File: src/rtl/bole_pkg.sv
`default_nettype none

package bole_pkg;

  // Number of entries the list can hold.
  localparam int unsigned CAPACITY = 16;
  localparam int unsigned IDX_W    = $clog2(CAPACITY);
  localparam int unsigned CNT_W    = $clog2(CAPACITY + 1);
  localparam int unsigned VAL_W    = 32;

  // Request opcodes.
  localparam logic [1:0] OP_INSERT   = 2'd0;
  localparam logic [1:0] OP_DELETE   = 2'd1;
  localparam logic [1:0] OP_SHOW_FWD = 2'd2;
  localparam logic [1:0] OP_SHOW_BWD = 2'd3;

  // Result status codes.
  localparam logic [2:0] ST_INSERTED = 3'd0;
  localparam logic [2:0] ST_FULL     = 3'd1;
  localparam logic [2:0] ST_DELETED  = 3'd2;
  localparam logic [2:0] ST_NOTFOUND = 3'd3;
  localparam logic [2:0] ST_LISTED   = 3'd4;
  localparam logic [2:0] ST_EMPTY    = 3'd5;

  typedef struct packed {
    logic [1:0]              opcode;
    logic signed [VAL_W-1:0] value;
  } in_beat_t;

  typedef struct packed {
    logic [2:0]              status;
    logic signed [VAL_W-1:0] entry_value;
    logic                    last;
  } out_beat_t;

  typedef enum logic [4:0] {
    S_IDLE   = 5'b00001,
    S_SEARCH = 5'b00010,
    S_SHIFT  = 5'b00100,
    S_LIST   = 5'b01000,
    S_RESP   = 5'b10000
  } state_e;

endpackage

`default_nettype wire

File: src/rtl/bounded_ordered_list_engine.sv
`default_nettype none

// Bounded ordered list engine. The block keeps an ordered list of up to
// CAPACITY (16) signed 32-bit values in a small RAM, front at address 0.
// Each input beat carries an opcode and a value. An insert appends the value
// at the tail and returns one beat, or reports the list full. A delete scans
// from the front for the first equal entry, removes it and moves the later
// entries down one place, or reports that nothing matched. Show forward and
// show backward return one beat per entry in that order, with last set on
// the final one; an empty list gives a single empty beat. The block works on
// one request at a time and holds in_stall_o high until the request's final
// beat sits in the output register. All list traffic goes through the one
// RAM read port and one write port with a single equality comparator. A
// delete makes one read per entry up to the match, then one read and one
// write per entry behind it. No clearing pass is needed after reset; only
// written entries are ever read.
module bounded_ordered_list_engine
  import bole_pkg::*;
(
  input  wire logic      clk_i,
  input  wire logic      rst_ni,
  input  wire logic      in_valid_i,
  output logic           in_stall_o,
  input  wire in_beat_t  in_beat_i,
  output logic           out_valid_o,
  input  wire logic      out_stall_i,
  output out_beat_t      out_beat_o
);

  state_e state_q, state_d;

  logic [CNT_W-1:0] count_q, count_d;
  logic [CNT_W-1:0] ptr_q, ptr_d;
  logic [IDX_W-1:0] rd_idx_q, rd_idx_d;
  logic             rd_vld_q, rd_vld_d;
  logic             dir_bwd_q, dir_bwd_d;
  logic [VAL_W-1:0] val_q, val_d;
  out_beat_t        res_q, res_d;

  logic             out_valid_q, out_valid_d;
  out_beat_t        out_beat_q, out_beat_d;
  logic             out_load;
  logic             out_free;

  logic             accept;

  // RAM ports.
  logic             ram_we;
  logic [IDX_W-1:0] ram_waddr;
  logic [VAL_W-1:0] ram_wdata;
  logic             ram_re;
  logic [IDX_W-1:0] ram_raddr;
  logic [VAL_W-1:0] ram_rdata;

  // The single comparator: held search value against the word just read.
  logic             match;
  logic             more;
  logic             is_last;
  logic [IDX_W-1:0] bwd_addr;

  assign in_stall_o  = (state_q != S_IDLE);
  assign accept      = in_valid_i && !in_stall_o;
  assign out_free    = !out_valid_q || !out_stall_i;
  assign out_valid_o = out_valid_q;
  assign out_beat_o  = out_beat_q;

  assign match    = (ram_rdata == val_q);
  assign more     = (ptr_q < count_q);
  assign is_last  = ({1'b0, rd_idx_q} == (count_q - CNT_W'(1)));
  assign bwd_addr = IDX_W'(count_q - CNT_W'(1) - ptr_q);

  bole_ram #(
    .WIDTH (VAL_W),
    .DEPTH (CAPACITY)
  ) u_ram (
    .clk_i   (clk_i),
    .we_i    (ram_we),
    .waddr_i (ram_waddr),
    .wdata_i (ram_wdata),
    .re_i    (ram_re),
    .raddr_i (ram_raddr),
    .rdata_o (ram_rdata)
  );

  always_comb begin
    state_d    = state_q;
    count_d    = count_q;
    ptr_d      = ptr_q;
    rd_idx_d   = rd_idx_q;
    rd_vld_d   = 1'b0;
    dir_bwd_d  = dir_bwd_q;
    val_d      = val_q;
    res_d      = res_q;
    ram_we     = 1'b0;
    ram_waddr  = count_q[IDX_W-1:0];
    ram_wdata  = val_q;
    ram_re     = 1'b0;
    ram_raddr  = ptr_q[IDX_W-1:0];
    out_load   = 1'b0;
    out_beat_d = out_beat_q;

    unique case (state_q)
      S_IDLE: begin
        if (accept) begin
          val_d             = in_beat_i.value;
          ptr_d             = '0;
          res_d.entry_value = in_beat_i.value;
          res_d.last        = 1'b1;
          dir_bwd_d         = (in_beat_i.opcode == OP_SHOW_BWD);
          unique case (in_beat_i.opcode)
            OP_INSERT: begin
              state_d = S_RESP;
              if (count_q == CNT_W'(CAPACITY)) begin
                res_d.status = ST_FULL;
              end else begin
                // Append at the tail right away.
                ram_we       = 1'b1;
                ram_waddr    = count_q[IDX_W-1:0];
                ram_wdata    = in_beat_i.value;
                count_d      = count_q + CNT_W'(1);
                res_d.status = ST_INSERTED;
              end
            end
            OP_DELETE: begin
              if (count_q == '0) begin
                res_d.status = ST_NOTFOUND;
                state_d      = S_RESP;
              end else begin
                state_d = S_SEARCH;
              end
            end
            OP_SHOW_FWD, OP_SHOW_BWD: begin
              if (count_q == '0) begin
                res_d.status      = ST_EMPTY;
                res_d.entry_value = '0;
                state_d           = S_RESP;
              end else begin
                state_d = S_LIST;
              end
            end
            default: begin
              state_d = S_IDLE;
            end
          endcase
        end
      end

      S_SEARCH: begin
        // Reads stream one entry per cycle; each compare happens in the cycle after its read.
        if (rd_vld_q && match) begin
          ptr_d   = {1'b0, rd_idx_q} + CNT_W'(1);
          state_d = S_SHIFT;
        end else if (more) begin
          ram_re   = 1'b1;
          ram_raddr = ptr_q[IDX_W-1:0];
          rd_idx_d = ptr_q[IDX_W-1:0];
          rd_vld_d = 1'b1;
          ptr_d    = ptr_q + CNT_W'(1);
        end else if (!rd_vld_q) begin
          res_d.status = ST_NOTFOUND;
          state_d      = S_RESP;
        end
      end

      S_SHIFT: begin
        // Each word read at index j is written back at j - 1.
        if (rd_vld_q) begin
          ram_we    = 1'b1;
          ram_waddr = rd_idx_q - IDX_W'(1);
          ram_wdata = ram_rdata;
        end
        if (more) begin
          ram_re    = 1'b1;
          ram_raddr = ptr_q[IDX_W-1:0];
          rd_idx_d  = ptr_q[IDX_W-1:0];
          rd_vld_d  = 1'b1;
          ptr_d     = ptr_q + CNT_W'(1);
        end else if (!rd_vld_q) begin
          count_d      = count_q - CNT_W'(1);
          res_d.status = ST_DELETED;
          state_d      = S_RESP;
        end
      end

      S_LIST: begin
        // The RAM read register holds a word until the output takes it.
        if (rd_vld_q && out_free) begin
          out_load               = 1'b1;
          out_beat_d.status      = ST_LISTED;
          out_beat_d.entry_value = ram_rdata;
          out_beat_d.last        = is_last;
          if (is_last) begin
            state_d = S_IDLE;
          end
        end
        if (more && (!rd_vld_q || out_free)) begin
          ram_re    = 1'b1;
          ram_raddr = dir_bwd_q ? bwd_addr : ptr_q[IDX_W-1:0];
          rd_idx_d  = ptr_q[IDX_W-1:0];
          rd_vld_d  = 1'b1;
          ptr_d     = ptr_q + CNT_W'(1);
        end else begin
          rd_vld_d = rd_vld_q && !out_free;
        end
      end

      S_RESP: begin
        if (out_free) begin
          out_load   = 1'b1;
          out_beat_d = res_q;
          state_d    = S_IDLE;
        end
      end

      default: begin
        state_d = S_IDLE;
      end
    endcase
  end

  always_comb begin
    if (out_load) begin
      out_valid_d = 1'b1;
    end else if (!out_stall_i) begin
      out_valid_d = 1'b0;
    end else begin
      out_valid_d = out_valid_q;
    end
  end

  // Control state.
  always_ff @(posedge clk_i or negedge rst_ni) begin
    if (!rst_ni) begin
      state_q     <= S_IDLE;
      count_q     <= '0;
      ptr_q       <= '0;
      rd_vld_q    <= 1'b0;
      out_valid_q <= 1'b0;
    end else begin
      state_q     <= state_d;
      count_q     <= count_d;
      ptr_q       <= ptr_d;
      rd_vld_q    <= rd_vld_d;
      out_valid_q <= out_valid_d;
    end
  end

  // Payload and working registers.
  always_ff @(posedge clk_i) begin
    rd_idx_q   <= rd_idx_d;
    dir_bwd_q  <= dir_bwd_d;
    val_q      <= val_d;
    res_q      <= res_d;
    out_beat_q <= out_beat_d;
  end

endmodule

`default_nettype wire

File: src/rtl/bole_ram.sv
`default_nettype none

// Simple dual-port RAM: one write port, one read port with registered data.
// The read data register only changes when a read is issued.
module bole_ram #(
  parameter int unsigned WIDTH = 32,
  parameter int unsigned DEPTH = 16
) (
  input  wire logic                     clk_i,
  input  wire logic                     we_i,
  input  wire logic [$clog2(DEPTH)-1:0] waddr_i,
  input  wire logic [WIDTH-1:0]         wdata_i,
  input  wire logic                     re_i,
  input  wire logic [$clog2(DEPTH)-1:0] raddr_i,
  output logic      [WIDTH-1:0]         rdata_o
);

  logic [WIDTH-1:0] mem_q [DEPTH];

  always_ff @(posedge clk_i) begin
    if (we_i) begin
      mem_q[waddr_i] <= wdata_i;
    end
    if (re_i) begin
      rdata_o <= mem_q[raddr_i];
    end
  end

endmodule

`default_nettype wire

File: config.mk
export PLATFORM = sky130hd
export DESIGN_NAME = bounded_ordered_list_engine
export DESIGN_NICKNAME = d
export VERILOG_FILES = /design/src/rtl/bole_pkg.sv /design/src/rtl/bounded_ordered_list_engine.sv /design/src/rtl/bole_ram.sv
export SDC_FILE = /design/constraint.sdc
export NUM_CORES = 1
export LEC_CHECK = 0
export ABC_CLOCK_PERIOD_IN_PS = 6200
export BUFFER_PORTS_ARGS = -buffer_cell sky130_fd_sc_hd__clkbuf_2
export CAP_MARGIN = 30
export CORE_ASPECT_RATIO = 1.25
export CORE_MARGIN = 4
export CORE_UTILIZATION = 45
export DETAILED_ROUTE_END_ITERATION = 12
export GPL_TIMING_DRIVEN = 1
export PLACE_DENSITY = 0.72
export SLEW_MARGIN = 10
export SYNTH_ARGS = -nofsm -noshare
export SYNTH_HDL_FRONTEND = slang
export SYNTH_SLANG_ARGS = --single-unit
File: constraint.sdc
create_clock -name clk_i -period 6.2 [get_ports clk_i]
set_input_delay 0.62 -clock clk_i [delete_from_list [all_inputs] [get_ports clk_i]]
set_output_delay 0.62 -clock clk_i [all_outputs]
set_load 0.03 [all_outputs]
# Word level (Yosys, flattened, before mapping)
# Memory sizes are Yosys's and may differ from the RTL's. A register that Yosys moved wholly into a read port is not among the register bits.
# Cells that the tools add are included.
# op_classes
reduce_logical,27
div,0
addsub,6
n_eq_ne,27
n_shift,0
magnitude_cmp,1
bitwise_logic,0
n_mux,69
mul,0
# op_table
operator,count
2-to-1 mux 32 bit,5
2-to-1 mux 36 bit,3
2-to-1 mux 5 bit,18
case mux 36 bit (2 select lines),1
case mux 32 bit (2 select lines),1
2-to-1 mux 35 bit,1
== test 32 bit,1
2-to-1 mux 4 bit,8
case mux 5 bit (5 select lines),1
"inequality test 2 bit, second input constant",11
case mux 5 bit (4 select lines),1
2-to-1 mux 3 bit,6
case mux 3 bit (3 select lines),2
2-to-1 mux 1 bit,15
case mux 5 bit (3 select lines),1
case mux 4 bit (3 select lines),1
"adder 5 x 1 -> 5 bit, second input constant",2
"== test 5 bit, second input constant",2
case mux 5 bit (2 select lines),1
AND reduction 3 bit,3
AND reduction 9 bit,1
"inequality test 3 bit, second input constant",2
case mux 1 bit (3 select lines),2
AND reduction 6 bit,1
other kinds (26),40
# word_totals
ram_bits,512
rom_bits,0
latchBits,0
mem_count,1
input_bits,38
ff_bits,125
# mem_list
name,depth,width,read_ports,rd_clocked_by_memory_dff,write_ports,line,text
u_ram.mem_q,16,32,1,1,1,bole_ram.sv:18,logic [WIDTH-1:0] mem_q [DEPTH];

# Logic depth before layout (Yosys ltp)
# logic_depth
word_depth,7
ltp_mapped,14
ltp_nobuf,11

# Modules after synthesis
# From an unflattened synthesis, not the netlist that was laid out.
# unflattened
hier_cells,1452
area_unflattened_um2,26580.5
# by_module_without_submodules
module,cells_each,area_each_um2,n_inst
bole_ram,838,20155.6,1
bounded_ordered_list_engine,614,6424.9,1

# Least setup slack after synthesis
# No wires, ideal clock.
# synth_timing
path_type,register to register
startpoint,register state_q[4]
endpoint,memory u_ram.mem_q[1][0] (enable)
n_path_buf,1
t_arrival_ns,4.375
setup_time_ns,0.421
synth_period_minus_slack_ns,4.796
stages_incl_launch_ff,9
setup_slack_ns,1.404
path_cell_list,dfrtp_1 nor2_1 and3_1 nand2_1 inv_1 and3_1 clkbuf_1 a32oi_1 nor2_1
# synth_via
elab_chain_len,7
word_cells_on_any_way,10
cone_classes,3 x eq/ne; 5 x mux; 2 x reduce/logical
# synth_lines
element,line,text
from (decl),bounded_ordered_list_engine.sv:30,"state_e state_q, state_d;"
from (signal assigned),bounded_ordered_list_engine.sv:240,state_q <= state_d;
inequality test 5 x 1 -> 1 bit,bounded_ordered_list_engine.sv:61,assign in_stall_o = (state_q != S_IDLE);
zero test 1 bit,bounded_ordered_list_engine.sv:62,assign accept = in_valid_i && !in_stall_o;
logical AND 1 bit,bounded_ordered_list_engine.sv:62,
2-to-1 mux 1 bit,bounded_ordered_list_engine.sv:104,if (accept) begin
case mux 1 bit (2 select lines),bounded_ordered_list_engine.sv:102,unique case (state_q)
2-to-1 mux 1 bit,bole_ram.sv:21,if (we_i) begin
2-to-1 mux 1 bit (implied by the code),bole_ram.sv:22,mem_q[waddr_i] <= wdata_i;
to (decl),bole_ram.sv:18,
# Several ways; a longest one is shown, not always the timed one.

# Final worst setup path
# layout_timing
startpoint,register state_q[3]
endpoint,memory u_ram.mem_q[13][30] (enable)
# The elaborated chain is that of the path after synthesis.

==> results.tsv <==
metric	value	unit
clock latency at the later pin of the worst-skew pair	620	ps
flip-flop and latch count after synthesis	669	
Rows	99	
final WL	64000	um
Max VDD drop	0.260	mV
final core occ	51.6	%
Core Footprint	58700	um^2
Worst Path Required	6450	ps
Hold WC Path Type	input port to register	
maxcap violations	0	
CP Launch Type	register	
WL/cell	27.5	um
# fillers	4652	
share of post-route cells with drive strength above 1	26.3	%
outcome	completed	
Main synth FF type	edfxtp_1	
Via Count	14139	
Starting Density	45.7	%
postcts setup bufs	0	
WS Path Type	register to register	
DIE HEIGHT	281	um
top cells by area, synth	edfxtp_1 73%, mux4_2 11%, a22oi_1 2.2%, nand2_1 1.6%, dfrtp_1 1.5%	
max-slew violation count	0	
initial antenna violation count	0	
Critical Path AT	4580	ps
Critical Path Fanout Max	33	
Static Leak	9.92	nW
Post-CTS Hold Fix Bufs	1	
IO Pins	76	
# diodes	0	
Max Clock Freq	231	MHz
Hold Slack	219	ps
synthesized net count	1461	
clk sinks	669	
Nets	1575	
Root Buffer	clkbuf_16	
DR vias/cell	6.08	
htree depth	3	
Slew headroom	31.9	%
post-route ant nets	0	
clock buffer count from CTS	66	
Hold Fails Final Rpt	0	
Post-DP HPWL	38100	um
area leader, netlist	edfxtp_1	
die area	63700	um^2
synthesized area	26800	um^2
area share of the largest cell type after synthesis	72.9	%
worst clock skew	37.5	ps
port bufs	75	
DP Worst Slack	1930	ps
CTS clock-pin slew for the worst setup and hold paths	70	ps
first-pass GRT wire length	94900	um
CTS tree	done	
vias in the first global route	14591	
Cell Pwr Density	416	nW/um^2
Total GRT Usage	20.3	%
FF-to-FF setup slack	1870	ps
post_cts resized	0	
largest net degree at the start of global routing	129	
Post-Layout Cell Count	2326	
Netlist cell types	60	
DR pass1 iterations	6	
Slew @ Worst Pin	1020	ps
async set-or-reset flop fraction in the synthesized netlist	2.54	%
drt drc	0	
Avg Cell Area, Syn	19.1	um^2
buffer depth of the longest clock path	3	
Fin Setup TNS	0	ps
Placer Congestion	0.897	
post-synthesis sequential area ratio	74.5	%
DR iter-0 viols	1613	
period utilisation layout	69.8	%
Gate Count Post-Synth	1408	
Chip Width	226	um
Final WS setup	1870	ps
Synthesis Warnings	0	
Worst setup EP type	register	
GR Overflow Total	0	
placed cell count	2209	
Setup-failing EPs final	0	
Area Overhead vs Synth	12.8	%
number of flops mapped to enable cells by yosys	652	
RSZ-0062 raised after global routing	no	
min Tclk post-route	4330	ps
## flip-flops by register name, summed over array words and instances, names as in the netlist, 4 cells and up
name           cells
out_beat_o        36
u_ram.rdata_o     32
ptr_q              5
res_q             35
state_q            5
u_ram.mem_q      512
val_q             32
count_q            5
rd_idx_q           4
## cells by family after synthesis
family / Yosys count / share of synthesized area, %
flops: 669 / 74.5
simple gates: 261 / 4.61
compound gates: 167 / 4.79
mux: 165 / 12.3
buf+inv: 85 / 1.60
xor+xnor: 46 / 1.50
fa+ha+maj: 15 / 0.727
## metrics by stage
step,power [mW],area [um^2]
after detailed placement,8.96,28300
after global routing,13.1,30300
after CTS,12.6,30300
after floorplan,8.05,26800
after global placement,8.89,28300
final,12.6,30300
## per-layer routing
layer  up-vias  track usage, %  part of all wire (%)
met5         -               0                     0
met4         0            6.51                   2.8
met3       108            3.82                   9.2
met2       778            33.0                    49
met1      7339            28.0                    39
li1       5914               -                     -
## synthesized netlist by cell type (2+ instances only)
cell type    n
o211ai_1     3
buf_2       22
nor2_1      49
clkbuf_4     2
and3_1       7
buf_6        6
nand2_1    115
dfrtp_1     16
inv_1       21
ha_1        14
a21boi_0     4
nand3b_1     3
a32oi_1      4
nand3_1     14
or2_2        2
o21ai_0     17
a31oi_1      4
xor2_1       6
o22ai_1      2
and2_1      34
a21oi_1     16
buf_4        8
edfxtp_1   652
nand2b_1     2
mux4_2     128
nor3_1      12
nor2b_1      5
o2111ai_1    2
clkbuf_1    23
a22oi_2     17
nor4_1       3
mux2i_1      5
xnor2_1     40
nor3b_1      2
o31ai_1      3
a22oi_1     80
mux2_2      32
buf_1        3
nand4_1      9
## worst paths after layout
| check | cells past startpoint | start | end |
|---|---|---|---|
| setup / recovery | 8 | state_q[3] | u_ram.mem_q[13][30] |
| hold reg to reg | 1 | res_q[35] | out_beat_o[35] |
| setup reg to reg | 8 | state_q[3] | u_ram.mem_q[13][30] |
| max in group asynchronous | 2 | rst_ni | ptr_q[4] |
| min in group asynchronous | 2 | rst_ni | state_q[1] |
| hold / removal | 1 | in_beat_i[25] | val_q[25] |
## power breakdown
part	internal, mW	switching [mW]
clock	2.02	1.68
sequential	5.70	0.241
combinational	1.12	1.84
## cells in the final DEF (no fill, tap or decap), types with 15 or more instances in the layout
| cell type | count |
|---|---|
| o21ai_0 | 17 |
| inv_1 | 20 |
| edfxtp_1 | 652 |
| clkbuf_16 | 66 |
| buf_4 | 31 |
| nor2_1 | 31 |
| and2_1 | 34 |
| nand2_1 | 115 |
| mux4_2 | 128 |
| dfrtp_1 | 16 |
| a22oi_2 | 17 |
| nor2_4 | 17 |
| xnor2_1 | 40 |
| clkbuf_2 | 75 |
| mux2_2 | 32 |
| clkbuf_1 | 15 |
| a22oi_1 | 80 |
## layout make-up
type | instances | area [um^2] | share of cell area (%)
flip-flops and latches | 669 | 20000 | 66.0
multi-input cells | 654 | 6620 | 21.8
clock buffers | 81 | 1710 | 5.64
well taps | 757 | 947 | 3.13
repair buffers | 110 | 686 | 2.26
clock inverters | 34 | 254 | 0.838
inverters | 21 | 80.1 | 0.264
## worst max-delay path: stages (launching register included)
cell,delay [ps]
dfrtp_1,450
nor2_1,210
and3_1,280
nand2_1,160
clkinv_2,480
and3_2,680
a32oi_1,470
nor2_4,750
buf_4,460
Note: power is estimated with default switching activity, not from simulation.
